<file path="config.mk">
export PLATFORM = sky130hd
export DESIGN_NAME = group_delay_finite_difference
export DESIGN_NICKNAME = d
export VERILOG_FILES = /design/src/gdfd_pkg.sv /design/src/group_delay_finite_difference.sv
export VERILOG_INCLUDE_DIRS = /design/src /design/src/src
export SDC_FILE = /design/constraint.sdc
export NUM_CORES = 1
export LEC_CHECK = 0
export BUFFER_PORTS_ARGS = -buffer_cell sky130_fd_sc_hd__clkbuf_2
export CORE_AREA = 2 2 219 221
export CTS_CLUSTER_DIAMETER = 150
export DETAILED_ROUTE_END_ITERATION = 6
export DIE_AREA = 0 0 221 223
export MAX_ROUTING_LAYER = met4
export PLACE_DENSITY = 0.8
export SYNTH_ARGS = -nofsm -noshare
export SYNTH_HDL_FRONTEND = slang
export SYNTH_SLANG_ARGS = --single-unit
</file>
<file path="constraint.sdc">
create_clock -name aclk -period 7.16 [get_ports aclk]
set_input_delay 0.358 -clock aclk [delete_from_list [all_inputs] [get_ports aclk]]
set_output_delay 0.358 -clock aclk [all_outputs]
set_load 0.005 [all_outputs]
</file>
<file path="src/group_delay_finite_difference_macros.svh">
// Assertion helpers shared by the RTL.
`ifndef GROUP_DELAY_FINITE_DIFFERENCE_MACROS_SVH
`define GROUP_DELAY_FINITE_DIFFERENCE_MACROS_SVH

// Same-cycle implication.
`define GDFD_ASSERT_IMP(label, clk, rst_n, ante, cons) \
    label: assert property (@(posedge clk) disable iff (!rst_n) (ante) |-> (cons)) \
        else $error("gdfd assertion failed");

// Next-cycle implication.
`define GDFD_ASSERT_NXT(label, clk, rst_n, ante, cons) \
    label: assert property (@(posedge clk) disable iff (!rst_n) (ante) |=> (cons)) \
        else $error("gdfd assertion failed");

`endif

</file>
<file path="src/gdfd_pkg.sv">
package gdfd_pkg;

    localparam int PHASE_BITS = 32;
    localparam int OMEGA_BITS = 40;
    localparam int DELAY_BITS = 48;
    localparam int FRAC_SHIFT = 24;

    // dividend is |dphase| scaled by 2^FRAC_SHIFT
    localparam int NUM_BITS = PHASE_BITS + FRAC_SHIFT;
    localparam int CNT_BITS = $clog2(NUM_BITS);
    localparam int CMP_BITS = (NUM_BITS > DELAY_BITS) ? NUM_BITS : DELAY_BITS;

    localparam logic [DELAY_BITS-1:0] DELAY_POS_MAX = {1'b0, {(DELAY_BITS-1){1'b1}}};
    localparam logic [DELAY_BITS-1:0] DELAY_NEG_MAX = {1'b1, {(DELAY_BITS-1){1'b0}}};

    typedef logic [1:0] status_t;
    localparam status_t STATUS_OK   = 2'd0;
    localparam status_t STATUS_SAT  = 2'd1;
    localparam status_t STATUS_ZERO = 2'd2;

    typedef enum logic [1:0] {
        S_IDLE,
        S_DIFF,
        S_DIV,
        S_FIX
    } state_t;

endpackage

</file>
<file path="src/group_delay_finite_difference.sv">
// Group delay of a phase sweep, -dphase/domega, one result per sweep point.
// Input channel s_*: phase (Q8.24), omega (Q32.8), last. Result channel m_*:
// delay (Q8.40), status, run_end. Both are valid/ready.
// Results run one point behind: the first request of a run gives nothing,
// each later one gives the result for the point before it, and the request
// marked last gives two (the second with run_end). A run of one point gives
// nothing.
// Each result goes through the steps S_DIFF (form the differences), S_DIV
// (one restoring divider step per quotient bit through a single shared
// subtractor) and S_FIX (saturate and sign the quotient).
// A zero frequency step skips the divider. s_ready is high only
// while the sequencer is idle; a request marked last holds it for two results.
// The result sits in an output register; when the receiver stalls the
// sequencer waits in its final step until that register is free. A held
// result does not block acceptance of a request while the sequencer is idle.
// Reset (aresetn low, synchronous) empties the output register and starts
// a new run.
module group_delay_finite_difference (
    input  logic                                 aclk,
    input  logic                                 aresetn,
    input  logic                                 s_valid,
    output logic                                 s_ready,
    input  logic signed [gdfd_pkg::PHASE_BITS-1:0] s_phase,
    input  logic        [gdfd_pkg::OMEGA_BITS-1:0] s_omega,
    input  logic                                 s_last,
    output logic                                 m_valid,
    input  logic                                 m_ready,
    output logic signed [gdfd_pkg::DELAY_BITS-1:0] m_delay,
    output gdfd_pkg::status_t                    m_status,
    output logic                                 m_run_end
);
    import gdfd_pkg::*;

    `include "group_delay_finite_difference_macros.svh"

    state_t state_reg, state_next;

    logic [1:0]            points_seen_reg, points_seen_next;
    logic [PHASE_BITS-1:0] prev_phase_reg, prev_phase_next;
    logic [OMEGA_BITS-1:0] prev_omega_reg, prev_omega_next;
    logic [PHASE_BITS-1:0] older_phase_reg, older_phase_next;
    logic [OMEGA_BITS-1:0] older_omega_reg, older_omega_next;
    logic [PHASE_BITS-1:0] a_phase_reg, a_phase_next;
    logic [OMEGA_BITS-1:0] a_omega_reg, a_omega_next;
    logic [PHASE_BITS-1:0] b_phase_reg, b_phase_next;
    logic [OMEGA_BITS-1:0] b_omega_reg, b_omega_next;
    logic                  last_reg, last_next;
    logic                  second_reg, second_next;
    logic [NUM_BITS-1:0]   num_reg, num_next;
    logic [OMEGA_BITS-1:0] nw_reg, nw_next;
    logic [OMEGA_BITS-1:0] rem_reg, rem_next;
    logic [CNT_BITS-1:0]   cnt_reg, cnt_next;
    logic                  neg_reg, neg_next;
    logic                  zero_reg, zero_next;
    logic                  m_valid_reg, m_valid_next;
    logic [DELAY_BITS-1:0] m_delay_reg, m_delay_next;
    status_t               m_status_reg, m_status_next;
    logic                  m_run_end_reg, m_run_end_next;

    logic                  in_acc;
    logic                  out_free;
    logic [PHASE_BITS:0]   dp;
    logic [OMEGA_BITS:0]   dw;
    logic [PHASE_BITS-1:0] np;
    logic [OMEGA_BITS-1:0] nw;
    logic                  nw_zero;
    logic [OMEGA_BITS:0]   rem_shift;
    logic [OMEGA_BITS:0]   rem_diff;
    logic                  qbit;
    logic [DELAY_BITS-1:0] lim;
    logic                  sat;
    logic [DELAY_BITS-1:0] qv;
    logic [DELAY_BITS-1:0] delay_val;

    assign s_ready   = (state_reg == S_IDLE);
    assign in_acc    = s_valid && s_ready;
    assign out_free  = !m_valid_reg || m_ready;
    assign m_valid   = m_valid_reg;
    assign m_delay   = m_delay_reg;
    assign m_status  = m_status_reg;
    assign m_run_end = m_run_end_reg;

    // differences at full width
    assign dp = {b_phase_reg[PHASE_BITS-1], b_phase_reg}
              - {a_phase_reg[PHASE_BITS-1], a_phase_reg};
    assign dw = {1'b0, b_omega_reg} - {1'b0, a_omega_reg};
    assign np = dp[PHASE_BITS] ? PHASE_BITS'((PHASE_BITS+1)'(0) - dp) : dp[PHASE_BITS-1:0];
    assign nw = dw[OMEGA_BITS] ? OMEGA_BITS'((OMEGA_BITS+1)'(0) - dw) : dw[OMEGA_BITS-1:0];
    assign nw_zero = (nw == '0);

    // shared restoring divider step
    assign rem_shift = {rem_reg, num_reg[NUM_BITS-1]};
    assign rem_diff  = rem_shift - {1'b0, nw_reg};
    assign qbit      = !rem_diff[OMEGA_BITS];

    // saturate and sign
    assign lim       = neg_reg ? DELAY_NEG_MAX : DELAY_POS_MAX;
    assign sat       = CMP_BITS'(num_reg) > CMP_BITS'(lim);
    assign qv        = sat ? lim : DELAY_BITS'(num_reg);
    assign delay_val = neg_reg ? (DELAY_BITS'(0) - qv) : qv;

    always_comb begin
        state_next = state_reg;
        case (state_reg)
            S_IDLE: begin
                if (in_acc && points_seen_reg != 2'd0) begin
                    state_next = S_DIFF;
                end
            end
            S_DIFF: begin
                state_next = nw_zero ? S_FIX : S_DIV;
            end
            S_DIV: begin
                if (cnt_reg == '0) begin
                    state_next = S_FIX;
                end
            end
            S_FIX: begin
                if (out_free) begin
                    state_next = (last_reg && !second_reg) ? S_DIFF : S_IDLE;
                end
            end
            default: state_next = S_IDLE;
        endcase
    end

    always_comb begin
        points_seen_next = points_seen_reg;
        prev_phase_next  = prev_phase_reg;
        prev_omega_next  = prev_omega_reg;
        older_phase_next = older_phase_reg;
        older_omega_next = older_omega_reg;
        a_phase_next     = a_phase_reg;
        a_omega_next     = a_omega_reg;
        b_phase_next     = b_phase_reg;
        b_omega_next     = b_omega_reg;
        last_next        = last_reg;
        second_next      = second_reg;
        num_next         = num_reg;
        nw_next          = nw_reg;
        rem_next         = rem_reg;
        cnt_next         = cnt_reg;
        neg_next         = neg_reg;
        zero_next        = zero_reg;
        m_valid_next     = m_valid_reg && !m_ready;
        m_delay_next     = m_delay_reg;
        m_status_next    = m_status_reg;
        m_run_end_next   = m_run_end_reg;
        case (state_reg)
            S_IDLE: begin
                if (in_acc) begin
                    if (points_seen_reg == 2'd0) begin
                        if (!s_last) begin
                            prev_phase_next  = s_phase;
                            prev_omega_next  = s_omega;
                            points_seen_next = 2'd1;
                        end
                    end else begin
                        a_phase_next = (points_seen_reg == 2'd1) ? prev_phase_reg
                                                                 : older_phase_reg;
                        a_omega_next = (points_seen_reg == 2'd1) ? prev_omega_reg
                                                                 : older_omega_reg;
                        b_phase_next = s_phase;
                        b_omega_next = s_omega;
                        last_next    = s_last;
                        second_next  = 1'b0;
                        if (s_last) begin
                            points_seen_next = 2'd0;
                        end else begin
                            older_phase_next = prev_phase_reg;
                            older_omega_next = prev_omega_reg;
                            prev_phase_next  = s_phase;
                            prev_omega_next  = s_omega;
                            points_seen_next = 2'd2;
                        end
                    end
                end
            end
            S_DIFF: begin
                num_next  = {np, {FRAC_SHIFT{1'b0}}};
                nw_next   = nw;
                rem_next  = '0;
                cnt_next  = CNT_BITS'(NUM_BITS - 1);
                neg_next  = (dp[PHASE_BITS] == dw[OMEGA_BITS]);
                zero_next = nw_zero;
            end
            S_DIV: begin
                if (qbit) begin
                    rem_next = rem_diff[OMEGA_BITS-1:0];
                end else begin
                    rem_next = rem_shift[OMEGA_BITS-1:0];
                end
                num_next = {num_reg[NUM_BITS-2:0], qbit};
                cnt_next = cnt_reg - CNT_BITS'(1);
            end
            S_FIX: begin
                if (out_free) begin
                    m_valid_next   = 1'b1;
                    m_run_end_next = second_reg;
                    if (zero_reg) begin
                        m_delay_next  = '0;
                        m_status_next = STATUS_ZERO;
                    end else begin
                        m_delay_next  = delay_val;
                        m_status_next = sat ? STATUS_SAT : STATUS_OK;
                    end
                    if (last_reg && !second_reg) begin
                        // backward difference against the previous point
                        second_next  = 1'b1;
                        a_phase_next = prev_phase_reg;
                        a_omega_next = prev_omega_reg;
                    end
                end
            end
            default: ;
        endcase
    end

    always_ff @(posedge aclk) begin
        if (!aresetn) begin
            state_reg       <= S_IDLE;
            points_seen_reg <= 2'd0;
            second_reg      <= 1'b0;
            m_valid_reg     <= 1'b0;
        end else begin
            state_reg       <= state_next;
            points_seen_reg <= points_seen_next;
            second_reg      <= second_next;
            m_valid_reg     <= m_valid_next;
        end
    end

    always_ff @(posedge aclk) begin
        prev_phase_reg  <= prev_phase_next;
        prev_omega_reg  <= prev_omega_next;
        older_phase_reg <= older_phase_next;
        older_omega_reg <= older_omega_next;
        a_phase_reg     <= a_phase_next;
        a_omega_reg     <= a_omega_next;
        b_phase_reg     <= b_phase_next;
        b_omega_reg     <= b_omega_next;
        last_reg        <= last_next;
        num_reg         <= num_next;
        nw_reg          <= nw_next;
        rem_reg         <= rem_next;
        cnt_reg         <= cnt_next;
        neg_reg         <= neg_next;
        zero_reg        <= zero_next;
        m_delay_reg     <= m_delay_next;
        m_status_reg    <= m_status_next;
        m_run_end_reg   <= m_run_end_next;
    end

    `GDFD_ASSERT_NXT(a_single_point_run, aclk, aresetn,
        in_acc && s_last && points_seen_reg == 2'd0,
        state_reg == S_IDLE && points_seen_reg == 2'd0)
    `GDFD_ASSERT_IMP(a_zero_step_delay, aclk, aresetn,
        m_valid_reg && m_status_reg == STATUS_ZERO, m_delay_reg == '0)
    `GDFD_ASSERT_IMP(a_sat_at_limit, aclk, aresetn,
        m_valid_reg && m_status_reg == STATUS_SAT,
        m_delay_reg == DELAY_POS_MAX || m_delay_reg == DELAY_NEG_MAX)
    `GDFD_ASSERT_IMP(a_points_seen_range, aclk, aresetn, 1'b1, points_seen_reg != 2'd3)

endmodule

</file>
**Word level (Yosys, flattened, before mapping)**

Index checks and enable logic that the tools add are counted.

- Register bits: 490
- Input bits: 77
- Word-level logic and storage cells: 105
- Output and inout port bits: 53

- Muxes and demuxes: 38
- Reduce and logical (&&, ||, !) cells: 23
- Order comparisons: 1
- Bitwise logic cells: 2
- Equality and inequality tests: 12
- Add/subtract/negate cells: 7

Operator list:

| operator | count |
|---|---|
| 40-bit two-way mux | 7 |
| 32-bit two-way mux | 6 |
| 40-bit one-hot mux with 2 select lines | 2 |
| 48-bit two-way mux | 3 |
| 56-bit one-hot mux with 2 select lines | 1 |
| 32-bit one-hot mux with 2 select lines | 1 |
| 56-bit by 48-bit greater-than comparator with 1-bit output | 1 |
| 1-bit by 48-bit subtractor with 48-bit output (first input constant) | 1 |
| 40-bit by 40-bit subtractor with 41-bit output | 1 |
| 41-bit by 40-bit subtractor with 41-bit output | 1 |
| 40-bit zero test | 1 |
| 1-bit by 40-bit subtractor with 40-bit output (first input constant) | 1 |
| 32-bit by 32-bit subtractor with 33-bit output | 1 |
| 1-bit by 32-bit subtractor with 32-bit output (first input constant) | 1 |
| 2-bit two-way mux | 6 |
| 6-bit one-hot mux with 2 select lines | 1 |
| 3-bit AND reduction | 4 |
| 2-bit != test (second input constant) | 5 |
| 1-bit two-way mux | 9 |
| 2-bit one-hot mux with 4 select lines | 1 |
| 6-bit zero test | 1 |
| 2-bit nonzero test | 3 |
| 6-bit by 1-bit subtractor with 6-bit output (second input constant) | 1 |
| 5-bit AND reduction | 1 |
| 12 further kinds | 23 |

**Longest topological paths before layout**

- Depth in word-level cells: 6
- Gate-level depth with buffers: 26
- Depth with buffers taken out: 21

**Least setup slack after synthesis**

No wires, ideal clock.

- Path type: register to register
- Start point: register neg_reg
- End point: register m_delay_reg[36] (netlist: m_delay[36]) (data pin)
- Data arrival time: 5.718 ns
- Cell stages (with the launch flop): 27
- Setup slack: 1.268 ns
- Clock period less this slack: 5.892 ns
- Setup time: 0.174 ns
- Cell sequence: edfxtp_1 > inv_1 > clkbuf_1 > clkbuf_1 > ha_1 > nor2b_1 > o21a_1 > o21a_1 > o21ai_0 > o211ai_1 > a221o_1 > a221oi_1 > o221ai_1 > and2_1 > clkbuf_1 > clkbuf_1 > clkbuf_1 > o21ai_0 > ha_1 > clkbuf_1 > nand2_1 > or4_1 > nand2_1 > a21o_1 > nand3_1 > o211a_1 > a311oi_1

- Word-level cells in the longest chain between the ends: 5

RTL lines:

| item | line | source |
|---|---|---|
| start: declaration | group_delay_finite_difference.sv:53 | `logic neg_reg, neg_next;` |
| start signal: assignment | group_delay_finite_difference.sv:247 | `neg_reg <= neg_next;` |
| 48-bit two-way mux | group_delay_finite_difference.sv:97 | `assign lim = neg_reg ? DELAY_NEG_MAX : DELAY_POS_MAX;` |
| 56-bit by 48-bit greater-than comparator with 1-bit output | group_delay_finite_difference.sv:98 | `assign sat = CMP_BITS'(num_reg) > CMP_BITS'(lim);` |
| 48-bit two-way mux | group_delay_finite_difference.sv:99 | `assign qv = sat ? lim : DELAY_BITS'(num_reg);` |
| 1-bit by 48-bit subtractor with 48-bit output | group_delay_finite_difference.sv:100 | `assign delay_val = neg_reg ? (DELAY_BITS'(0) - qv) : qv;` |
| 48-bit two-way mux (*) | group_delay_finite_difference.sv:100 |  |
| end signal: assignment | group_delay_finite_difference.sv:249 | `m_delay_reg <= m_delay_next;` |
| end: declaration | group_delay_finite_difference.sv:56 | `logic [DELAY_BITS-1:0] m_delay_reg, m_delay_next;` |

Mark *: on every way between the ends. The rest lies on a longest branch, timed or not.
A chain may end at the register's enable or synchronous reset.

**Final worst setup path**

Same ends and word-level chain as after synthesis.

==> reports/metrics.yaml <==
sta:
  finalSetupTns_ns: 0
  fin_crit_sh_pct: 85.5
  holdWs_ns: 0.0303
  worst_slew_pin_slew_ns: 1.16
  setup_viol: 0
  maxSlewViolCount: 0
  relSlewSlack_pct: 20.9
  clock_skew_ns: 0.0326
  rsz0062_at_grt: "false"
  hold_viol_final: 0
  fmax_ghz: 0.163
  period_minus_slack_ns: 6.12
power_and_ir_drop:
  powerDensity_nw_per_um2: 378
  power_frac_comb_pct: 42.9
  sequentialPowerShare_pct: 36.4
  swShare_pct: 38.7
  clockPowerShare_pct: 20.7
  p_sw_mw: 4.78
  leakage_nw: 12.5
  internal_power_mw: 7.58
  ir_worst_vdd_v: 0.000316
hold_path:
  holdPathStages: 1
  hp-class: "input port to flop"
clock_network:
  cts_root_buffer: "clkbuf_16"
  clock_latency_ns: 0.61
  clk_pin_slew_ns: 0.06
  numCtsBuffers: 49
  ctsResizeCount: 0
  clockBufferDepth: 3
  cts_max_level: 2
  cts_sinks: 490
  post_cts_buffers: 0
  cts_tree: "built"
  hold_buffers: 71
die:
  die_w_um: 221
  dieArea_um2: 49300
  io_pins: 130
  coreArea_um2: 47100
  start_util_pct: 61.9
  fp.dieH_um: 223
  rows: 80
worst_setup_path:
  critPathCaptureType: "flop"
  cp.required_ns: 7.58
  arrival_ns: 6.54
  startpoint_type: "flop"
  critPathMaxFanout: 93
  crit_type: "flop to flop"
  reg2reg_depth: 21
logic_synthesis:
  synth.ff_latch_count: 490
  synth_area_leaders: "edfxtp_1 (50%), ha_1 (7.2%), mux2_2 (3.3%)"
  syn-num-nets: 2935
  yosys.area.top_type: "edfxtp_1"
  synthFlopType: "edfxtp_1"
  async_reset_ff_share_pct: 0
  syn_area_um2: 29200
  postSynthAreaPerCell_um2: 10.9
  synthDistinctLibCells: 90
  yosys_warnings: 0
  seq_area_frac_synth_pct: 50.2
  synth_top_area_share_pct: 49.8
  syn-instance-count: 2687
  synth-edff-count: 484
drt:
  route.detailed.drc: 0
  wl_per_cell_um: 19.5
  drtIter0Drc: 2019
  dr.pass1.iters: 6
  drt-total-wl_um: 68300
  post_drt_via_cell_ratio: 6.19
  ant_nets: 0
  vias: 21700
place:
  place.gp.congestion: 0.920
  hpwlAfterDp_um: 46900
  port_buffers: 129
global_routing:
  grt_usage_pct: 28.2
  antenna_found_initial: 0
  grt_pass1_wl_um: 111000
  grt_max_degree: 94
  grt_pass1_vias: 21100
  grt_overflow_total: 0
cells_and_area:
  drive_above_1_share_pct: 12.3
  area_delta_synth_final_pct: 12.1
  nets: 3105
  diodes: 0
  fill_cells: 3410
  largest_register_ffs: 56
outcome:
  status: "finished, final reports clean"
job:
  drv_cap: 0
cell type report:
| cell class | instances | area [µm²] | share of cell area (%) |
|---|---|---|---|
| clock inverter | 24 | 264 | 0.807 |
| tap | 615 | 769 | 2.35 |
| clock buffer | 64 | 1300 | 3.99 |
| timing repair buffer | 218 | 1490 | 4.56 |
| sequential | 490 | 14700 | 44.8 |
| inverter | 169 | 634 | 1.94 |
| multi-input combinational | 1929 | 13600 | 41.6 |
worst paths after layout:
check	start	end	slack [ns]
hold reg to reg	prev_omega_reg[37]	older_omega_reg[37]	0.44
hold / removal	s_last	last_reg	0.03
setup reg to reg	neg_reg	m_delay[36]	1.04
setup / recovery	neg_reg	m_delay[36]	1.04
logic make-up after synthesis:
group | synth area share, %
AO/OA/AOI/OAI | 15.2
XOR/XNOR | 4.85
adder cells (fa/ha/maj) | 7.41
buffers and inverters | 3.55
flip-flops | 50.2
multiplexers | 4.82
AND/OR/NAND/NOR | 13.9
power by group through the flow:
stage	sequential, mW	clock (mW)	combinational, mW
2_1_floorplan	4.37	0	4.04
4_1_cts	4.48	2.58	5.25
3_5_place_dp	4.53	0	5.18
5_1_grt	4.55	2.70	5.88
6_report	4.50	2.56	5.30
3_3_place_gp	4.51	0	4.97
cell usage after synthesis (14+ instances only):
cell,instances
edfxtp_1,484
nor2_1,180
a21oi_1,175
nand2_1,170
inv_1,169
ha_1,168
o21ai_0,139
xnor2_1,109
a21o_1,85
mux2_2,85
clkbuf_1,84
nor3_1,82
nor2b_1,59
nand3_1,49
xor2_1,49
mux2i_1,45
and2_1,38
nand4_1,38
a211oi_1,37
o21a_1,29
and3_1,28
nor4_1,27
a31oi_1,25
or3_1,25
nand2b_1,21
o31ai_1,19
o211ai_1,18
o21bai_1,16
or2_2,15
or4_1,14
layout by cell type, fill, tap and decap left out, types with 58 or more instances in the layout:
master / n
dlygate4sd3_1: 71
a21oi_1: 174
inv_1: 168
nand2_1: 170
nor3_1: 82
edfxtp_1: 484
nor2_1: 177
nor2b_1: 58
o21ai_0: 139
ha_1: 165
xnor2_1: 108
a21o_1: 85
clkbuf_2: 129
mux2_2: 85
critical path, stage by stage (launching register included):
cell	delay [ns]
edfxtp_1	0.34
buf_4	0.74
ha_1	0.40
nor2b_1	0.13
o21a_1	0.16
o21a_1	0.15
o21ai_0	0.15
o211ai_1	0.12
a221o_1	0.35
a221oi_1	0.27
o221ai_1	0.18
and2_1	0.17
buf_4	0.26
o21ai_0	0.27
ha_1	0.60
nand2_1	0.18
or4_1	0.61
nand2_1	0.10
a21o_1	0.18
nand3_1	0.10
o211a_1	0.13
a311oi_1	0.28
metal layers:
layer	global-route usage [%]	share of wire (%)
met5	-	0
met4	7.53	2.5
met3	3.61	5.8
met2	44.0	46
met1	39.2	46
per-stage QoR:
stage                     cell area [µm²]  instances  setup slack (ns)  utilization [%]  total power, mW
after floorplan                     29200       2687              1.27                -             8.40
after global placement              30400       3350              1.36             64.6             9.48
after detailed placement            30400       3350              1.12             64.6             9.71
after CTS                           32700       3509              1.09             69.4             12.3
after global routing                32700       3509             0.547             69.4             13.1
final                               32700       3509              1.04             69.4             12.4
No activity file was read; power rests on OpenSTA's default activity.
